$ cat src/hw/rtl/upsc_pkg.sv
package upsc_pkg;

  localparam int PIXEL_BITS = 32;

  typedef logic [PIXEL_BITS-1:0] pix_t;

  localparam logic [1:0] SCALE_MODE_RST = 2'd2;
  localparam logic [1:0] MODE_3X        = 2'd3;

  localparam int EDGE_TOP   = 0;
  localparam int EDGE_BOT   = 1;
  localparam int EDGE_LEFT  = 2;
  localparam int EDGE_RIGHT = 3;

  // Full 3x3 neighborhood after edge substitution
  typedef struct packed {
    logic mode3;
    pix_t a;
    pix_t b;
    pix_t c;
    pix_t d;
    pix_t e;
    pix_t f;
    pix_t g;
    pix_t h;
    pix_t i;
  } nbr_t;

  // Equality terms plus the pixels the selectors still need
  typedef struct packed {
    logic mode3;
    logic active;
    logic db;
    logic bf;
    logic dh;
    logic hf;
    logic ea;
    logic ec;
    logic eg;
    logic ei;
    pix_t b;
    pix_t d;
    pix_t e;
    pix_t f;
    pix_t h;
  } cmp_t;

  typedef struct packed {
    pix_t r0c0;
    pix_t r0c1;
    pix_t r0c2;
    pix_t r1c0;
    pix_t r1c1;
    pix_t r1c2;
    pix_t r2c0;
    pix_t r2c1;
    pix_t r2c2;
  } blk_t;

endpackage

$ cat src/hw/rtl/upsc_edge.sv
module upsc_edge import upsc_pkg::*; (
  input  logic       clk,
  input  logic       rst_n,
  input  logic       up_valid,
  output logic       up_ready,
  input  logic       mode3,
  input  pix_t       center,
  input  pix_t       up,
  input  pix_t       down,
  input  pix_t       left,
  input  pix_t       right,
  input  pix_t       up_left,
  input  pix_t       up_right,
  input  pix_t       down_left,
  input  pix_t       down_right,
  input  logic [3:0] edge_flags,
  output logic       valid_r,
  output nbr_t       nbr_r,
  input  logic       dn_ready
);

  logic top, bot, lft, rgt;
  nbr_t nbr_nxt;

  assign top = edge_flags[EDGE_TOP];
  assign bot = edge_flags[EDGE_BOT];
  assign lft = edge_flags[EDGE_LEFT];
  assign rgt = edge_flags[EDGE_RIGHT];

  assign up_ready = !valid_r || dn_ready;

  always_comb begin
    nbr_nxt.mode3 = mode3;
    nbr_nxt.e = center;
    nbr_nxt.b = top ? center : up;
    nbr_nxt.h = bot ? center : down;
    nbr_nxt.d = lft ? center : left;
    nbr_nxt.f = rgt ? center : right;
    // diagonal: center if both sides gone, the surviving orthogonal if one is, else the diagonal
    nbr_nxt.a = (top && lft) ? center : top ? nbr_nxt.d : lft ? nbr_nxt.b : up_left;
    nbr_nxt.c = (top && rgt) ? center : top ? nbr_nxt.f : rgt ? nbr_nxt.b : up_right;
    nbr_nxt.g = (bot && lft) ? center : bot ? nbr_nxt.d : lft ? nbr_nxt.h : down_left;
    nbr_nxt.i = (bot && rgt) ? center : bot ? nbr_nxt.f : rgt ? nbr_nxt.h : down_right;
  end

  always_ff @(posedge clk) begin
    if (!rst_n) begin
      valid_r <= 1'b0;
    end else if (up_ready) begin
      valid_r <= up_valid;
    end
  end

  always_ff @(posedge clk) begin
    if (up_ready && up_valid) begin
      nbr_r <= nbr_nxt;
    end
  end

endmodule

$ cat src/hw/rtl/upsc_cmp.sv
module upsc_cmp import upsc_pkg::*; (
  input  logic clk,
  input  logic rst_n,
  input  logic up_valid,
  output logic up_ready,
  input  nbr_t nbr,
  output logic valid_r,
  output cmp_t cmp_r,
  input  logic dn_ready
);

  cmp_t cmp_nxt;

  assign up_ready = !valid_r || dn_ready;

  always_comb begin
    cmp_nxt.mode3  = nbr.mode3;
    cmp_nxt.active = (nbr.b != nbr.h) && (nbr.d != nbr.f);
    cmp_nxt.db     = nbr.d == nbr.b;
    cmp_nxt.bf     = nbr.b == nbr.f;
    cmp_nxt.dh     = nbr.d == nbr.h;
    cmp_nxt.hf     = nbr.h == nbr.f;
    cmp_nxt.ea     = nbr.e == nbr.a;
    cmp_nxt.ec     = nbr.e == nbr.c;
    cmp_nxt.eg     = nbr.e == nbr.g;
    cmp_nxt.ei     = nbr.e == nbr.i;
    cmp_nxt.b      = nbr.b;
    cmp_nxt.d      = nbr.d;
    cmp_nxt.e      = nbr.e;
    cmp_nxt.f      = nbr.f;
    cmp_nxt.h      = nbr.h;
  end

  always_ff @(posedge clk) begin
    if (!rst_n) begin
      valid_r <= 1'b0;
    end else if (up_ready) begin
      valid_r <= up_valid;
    end
  end

  always_ff @(posedge clk) begin
    if (up_ready && up_valid) begin
      cmp_r <= cmp_nxt;
    end
  end

endmodule

$ cat src/hw/rtl/upsc_sel.sv
module upsc_sel import upsc_pkg::*; (
  input  logic clk,
  input  logic rst_n,
  input  logic up_valid,
  output logic up_ready,
  input  cmp_t cmp,
  output logic valid_r,
  output blk_t blk_r,
  input  logic dn_ready
);

  blk_t blk_nxt;

  assign up_ready = !valid_r || dn_ready;

  always_comb begin
    blk_nxt = '0;
    if (!cmp.active) begin
      blk_nxt.r0c0 = cmp.e;
      blk_nxt.r0c1 = cmp.e;
      blk_nxt.r1c0 = cmp.e;
      blk_nxt.r1c1 = cmp.e;
      if (cmp.mode3) begin
        blk_nxt.r0c2 = cmp.e;
        blk_nxt.r1c2 = cmp.e;
        blk_nxt.r2c0 = cmp.e;
        blk_nxt.r2c1 = cmp.e;
        blk_nxt.r2c2 = cmp.e;
      end
    end else if (cmp.mode3) begin
      blk_nxt.r0c0 = cmp.db ? cmp.d : cmp.e;
      blk_nxt.r0c1 = ((cmp.db && !cmp.ec) || (cmp.bf && !cmp.ea)) ? cmp.b : cmp.e;
      blk_nxt.r0c2 = cmp.bf ? cmp.f : cmp.e;
      blk_nxt.r1c0 = ((cmp.db && !cmp.eg) || (cmp.dh && !cmp.ea)) ? cmp.d : cmp.e;
      blk_nxt.r1c1 = cmp.e;
      blk_nxt.r1c2 = ((cmp.bf && !cmp.ei) || (cmp.hf && !cmp.ec)) ? cmp.f : cmp.e;
      blk_nxt.r2c0 = cmp.dh ? cmp.d : cmp.e;
      blk_nxt.r2c1 = ((cmp.dh && !cmp.ei) || (cmp.hf && !cmp.eg)) ? cmp.h : cmp.e;
      blk_nxt.r2c2 = cmp.hf ? cmp.f : cmp.e;
    end else begin
      blk_nxt.r0c0 = cmp.db ? cmp.d : cmp.e;
      blk_nxt.r0c1 = cmp.bf ? cmp.f : cmp.e;
      blk_nxt.r1c0 = cmp.dh ? cmp.d : cmp.e;
      blk_nxt.r1c1 = cmp.hf ? cmp.f : cmp.e;
    end
  end

  always_ff @(posedge clk) begin
    if (!rst_n) begin
      valid_r <= 1'b0;
    end else if (up_ready) begin
      valid_r <= up_valid;
    end
  end

  always_ff @(posedge clk) begin
    if (up_ready && up_valid) begin
      blk_r <= blk_nxt;
    end
  end

endmodule

$ cat src/hw/rtl/scale2x_scale3x_upscaler_top.sv
// Scale2x / Scale3x pixel-art upscaler.
// Input channel (in_*): one source pixel with its eight neighbors and the
// four image-edge flags per transfer; qualified by in_valid, held off by
// in_stall. Output channel (out_*): the 3x3 enlarged block per transfer,
// qualified by out_valid, held off by out_stall. In 2x mode only the
// top-left 2x2 carries pixels, the other five positions are zero.
// Configuration: cfg_wr_en writes cfg_wr_data into the scale mode
// register (3 = Scale3x, anything else = Scale2x). Change it only while
// nothing is in flight; the mode is sampled per item at the first stage.
// Pipeline: edge substitution, equality compares, output select, each
// ending in a register; throughput is one transfer per cycle with no
// stall.
// Stall: each stage holds its item while the next one is full and
// stalled, so a stalled output keeps its payload and bubbles are squeezed
// out; in_stall rises only once all three stages are occupied.
// Reset (rst_n low, synchronous) empties the pipeline and sets the mode
// to Scale2x.
module scale2x_scale3x_upscaler_top import upsc_pkg::*; (
  input  logic       clk,
  input  logic       rst_n,
  input  logic       cfg_wr_en,
  input  logic [1:0] cfg_wr_data,
  input  logic       in_valid,
  output logic       in_stall,
  input  pix_t       in_center,
  input  pix_t       in_up,
  input  pix_t       in_down,
  input  pix_t       in_left,
  input  pix_t       in_right,
  input  pix_t       in_up_left,
  input  pix_t       in_up_right,
  input  pix_t       in_down_left,
  input  pix_t       in_down_right,
  input  logic [3:0] in_edge_flags,
  output logic       out_valid,
  input  logic       out_stall,
  output pix_t       out_r0c0,
  output pix_t       out_r0c1,
  output pix_t       out_r0c2,
  output pix_t       out_r1c0,
  output pix_t       out_r1c1,
  output pix_t       out_r1c2,
  output pix_t       out_r2c0,
  output pix_t       out_r2c1,
  output pix_t       out_r2c2
);

  logic [1:0] scale_mode_r;

  logic s1_ready, s1_valid;
  logic s2_ready, s2_valid;
  logic s3_ready;
  nbr_t s1_nbr;
  cmp_t s2_cmp;
  blk_t s3_blk;

  always_ff @(posedge clk) begin
    if (!rst_n) begin
      scale_mode_r <= SCALE_MODE_RST;
    end else if (cfg_wr_en) begin
      scale_mode_r <= cfg_wr_data;
    end
  end

  assign in_stall = !s1_ready;

  // stage 1: replace missing neighbors at image edges
  upsc_edge u_edge (
    .clk        (clk),
    .rst_n      (rst_n),
    .up_valid   (in_valid),
    .up_ready   (s1_ready),
    .mode3      (scale_mode_r == MODE_3X),
    .center     (in_center),
    .up         (in_up),
    .down       (in_down),
    .left       (in_left),
    .right      (in_right),
    .up_left    (in_up_left),
    .up_right   (in_up_right),
    .down_left  (in_down_left),
    .down_right (in_down_right),
    .edge_flags (in_edge_flags),
    .valid_r    (s1_valid),
    .nbr_r      (s1_nbr),
    .dn_ready   (s2_ready)
  );

  // stage 2: wide equality compares, reduced to single bits
  upsc_cmp u_cmp (
    .clk      (clk),
    .rst_n    (rst_n),
    .up_valid (s1_valid),
    .up_ready (s2_ready),
    .nbr      (s1_nbr),
    .valid_r  (s2_valid),
    .cmp_r    (s2_cmp),
    .dn_ready (s3_ready)
  );

  // stage 3: per-position select, doubles as the output register
  upsc_sel u_sel (
    .clk      (clk),
    .rst_n    (rst_n),
    .up_valid (s2_valid),
    .up_ready (s3_ready),
    .cmp      (s2_cmp),
    .valid_r  (out_valid),
    .blk_r    (s3_blk),
    .dn_ready (!out_stall)
  );

  assign out_r0c0 = s3_blk.r0c0;
  assign out_r0c1 = s3_blk.r0c1;
  assign out_r0c2 = s3_blk.r0c2;
  assign out_r1c0 = s3_blk.r1c0;
  assign out_r1c1 = s3_blk.r1c1;
  assign out_r1c2 = s3_blk.r1c2;
  assign out_r2c0 = s3_blk.r2c0;
  assign out_r2c1 = s3_blk.r2c1;
  assign out_r2c2 = s3_blk.r2c2;

endmodule
$ cat config.mk
export PLATFORM = sky130hd
export DESIGN_NAME = scale2x_scale3x_upscaler_top
export DESIGN_NICKNAME = d
export VERILOG_FILES = /design/src/hw/rtl/upsc_pkg.sv /design/src/hw/rtl/upsc_edge.sv /design/src/hw/rtl/upsc_cmp.sv /design/src/hw/rtl/upsc_sel.sv /design/src/hw/rtl/scale2x_scale3x_upscaler_top.sv
export SDC_FILE = /design/constraint.sdc
export NUM_CORES = 1
export LEC_CHECK = 0
export ABC_AREA = 0
export BUFFER_PORTS_ARGS = -buffer_cell sky130_fd_sc_hd__clkbuf_2
export CAP_MARGIN = 25
export CELL_PAD_IN_SITES_DETAIL_PLACEMENT = 1
export CELL_PAD_IN_SITES_GLOBAL_PLACEMENT = 2
export CORE_AREA = 4 4 346 246
export CTS_BUF_LIST = sky130_fd_sc_hd__clkbuf_2 sky130_fd_sc_hd__clkbuf_4 sky130_fd_sc_hd__clkbuf_8
export DETAILED_ROUTE_END_ITERATION = 12
export DIE_AREA = 0 0 350 250
export PLACE_DENSITY_LB_ADDON = 0.08
export SYNTH_ARGS = -nofsm -noshare
export SYNTH_HDL_FRONTEND = slang
export SYNTH_SLANG_ARGS = --single-unit
$ cat constraint.sdc
create_clock -name clk -period 41.7 [get_ports clk]
set_input_delay 2.085 -clock clk [delete_from_list [all_inputs] [get_ports clk]]
set_output_delay 2.085 -clock clk [all_outputs]
set_load 0.1 [all_outputs]
==> run metrics <==
status complete, no violations; worst slew pin tran 1030 ps; CTS-repair resized insts 0; filler cell count 8464; gr ovfl total 0; std cell rows 88; FMAX 188 MHz; FF+latch count, synth 752; postcts setup bufs 0; slew margin rel. 30.8%; flop-to-flop setup slack 38090 ps; RSZ-0062 raised after global routing false; routability cong. 0.976; WL/cell 31.2 um; die area 87500 um2; global-route wire length before repair 187 mm; port bufs 588; max_cap viols 0; synthesized net count 2872; CTS tree done; die width 350 um; clock slew at reported path FFs 60 ps; Syn Area/Cell 13.6 um2; Worst EP required 39620 ps; DRT antenna net count 0; Placeable Area 81800 um2; Peak VDD IR 0.0264 mV; Leakage 15.7 nW; number of global-route vias before repair 24904; sequential area share after synthesis 64.5%; ratio of cells with drive above 1 in the final layout 30.7%; die height 250 um; cts hold-fix bufs 0; Pwr Total 1.84 mW; skew final 24.6 ps; R2R depth 6; Crit Path Max Fanout 3; Clock Latency Late Sink 750 ps; num ports 589; clk buf depth 3; setup tns final 0 ps; critical path endpoint category output pin; Critical Path End in_stall; DR iter-0 viols 2560; cell count after synthesis 2573; largest net degree at the start of global routing 178; Layout Area Growth over Synthesis 17.4%; CTS Root Cell clkbuf_8; GRT Overall Usage 30.2%; Setup Viol. Count Final 0; Cell Pwr Density 45.0 nW/um2; vias per std cell 5.62; class of the worst hold path reg2reg; YS warnings 0; Final Hold Fails 0; WL final 135 mm; Post-Route Utilization 50.1%; crit path DAT 3220 ps; hpwl dp 99.6 mm; via count 24221; Starting Density 42.7%; initial antenna violation count 3; R2R Path Start u_sel.valid_r; Post-Synthesis Cell Area 34900 um2; RR Endpoint u_edge.nbr_r[41]; Num CTS Buffers 116; 1st-pass router iterations 7; H-tree Lvls 3; worst setup path class in2out; period utilization 12.7%; post-synth cell types 35; Worst setup SP type input port; post-layout min period 5310 ps; Nets 3442; crit path from out_stall; # DRC 0; most frequent cells in the layout edfxtp_1, clkbuf_2, nand2_1, xor2_1, mux2_2; Final Max Tran Viols 0; CTS Sinks 752; most common cell after layout, fill and taps aside edfxtp_1
worst max-delay path, stage by stage:
cell      delay, ps
clkbuf_2        130
and3_1          260
and2_1          250
clkbuf_2        500
sequential cells by signal (all words and copies together) (netlist names):
register        flops
u_edge.valid_r      1
u_cmp.valid_r       1
u_sel.valid_r       1
scale_mode_r        2
u_edge.nbr_r      289
u_cmp.cmp_r       170
u_sel.blk_r       288
layer usage:
| metal | part of all wire [%] | vias to the layer above | track usage [%] |
|---|---|---|---|
| met3 | 7.2 | 168 | 4.72 |
| met4 | 2.1 | 0 | 6.74 |
| li1 | - | 10519 | - |
| met2 | 49 | 1036 | 50.7 |
| met1 | 42 | 12498 | 41.6 |
| met5 | 0 | - | 0 |
cell families after synthesis:
group           Yosys count  share of synthesized area, %
compound gates          365                          6.77
mux                     359                          11.1
buf+inv                 191                          2.43
xor+xnor                320                          8.03
simple gates            586                          7.15
flops                   752                          64.5
how the worst min path moves through the flow:
stage                      start          endpoint  slack (ps)  cells past startpoint
6_report         scale_mode_r[1]   scale_mode_r[1]         470                      2
3_5_place_dp   u_edge.nbr_r[288]  u_cmp.cmp_r[169]         460                      0
2_1_floorplan  u_edge.nbr_r[288]  u_cmp.cmp_r[169]         400                      0
3_3_place_gp   u_edge.nbr_r[288]  u_cmp.cmp_r[169]         450                      0
4_1_cts        u_edge.nbr_r[288]  u_cmp.cmp_r[169]         480                      0
5_1_grt        u_edge.nbr_r[288]  u_cmp.cmp_r[169]         500                      0
area by class of cell:
type	instances	area (um2)	area share [%]
Inverter	32	120	0.293
Timing Repair Buffer	611	3180	7.75
Antenna cell	1	2.50	0.00611
Sequential cell	752	22500	55.0
Clock buffer	159	1950	4.76
Tap cell	1080	1350	3.30
Clock inverter	46	228	0.556
Multi-Input combinational cell	1630	11600	28.3
stage by stage:
stage | worst slack, ps | cells | hold WS (ps) | cell area, um2
floorplan | 17530 | 2573 | 400 | 34900
global placement | 36030 | 4102 | 445 | 38700
detailed placement | 35900 | 4102 | 457 | 38700
CTS | 36380 | 4307 | 475 | 40900
global route | 36330 | 4311 | 499 | 41000
finish | 36390 | 4311 | 474 | 41000
power by group:
part	switching, mW	leakage, nW	internal (mW)	total, mW
registers	0.0652	7.14	0.892	0.958
logic	0.202	7.44	0.0798	0.282
clock network	0.297	1.15	0.306	0.603
Yosys cell counts (all sizes together):
master	count	area [um2]
a21boi	161	1210
a21oi	2	13.8
a22oi	28	210
a31oi	1	12.5
a32oi	5	43.8
and2	5	31.3
and3	1	6.26
buf	75	380
clkbuf	84	347
dfxtp	5	100
edfxtp	747	22400
inv	32	120
mux2	224	2520
mux2i	135	1350
nand2	458	1720
nand2b	3	18.8
nand4	32	200
nor2	10	40.0
nor2b	9	56.3
nor4	68	425
o21a	4	30.0
o21ai	158	791
o221ai	5	43.8
o2bb2ai	1	8.76
xnor2	64	561
xor2	256	2240
Power figures use the tool's default switching activity.
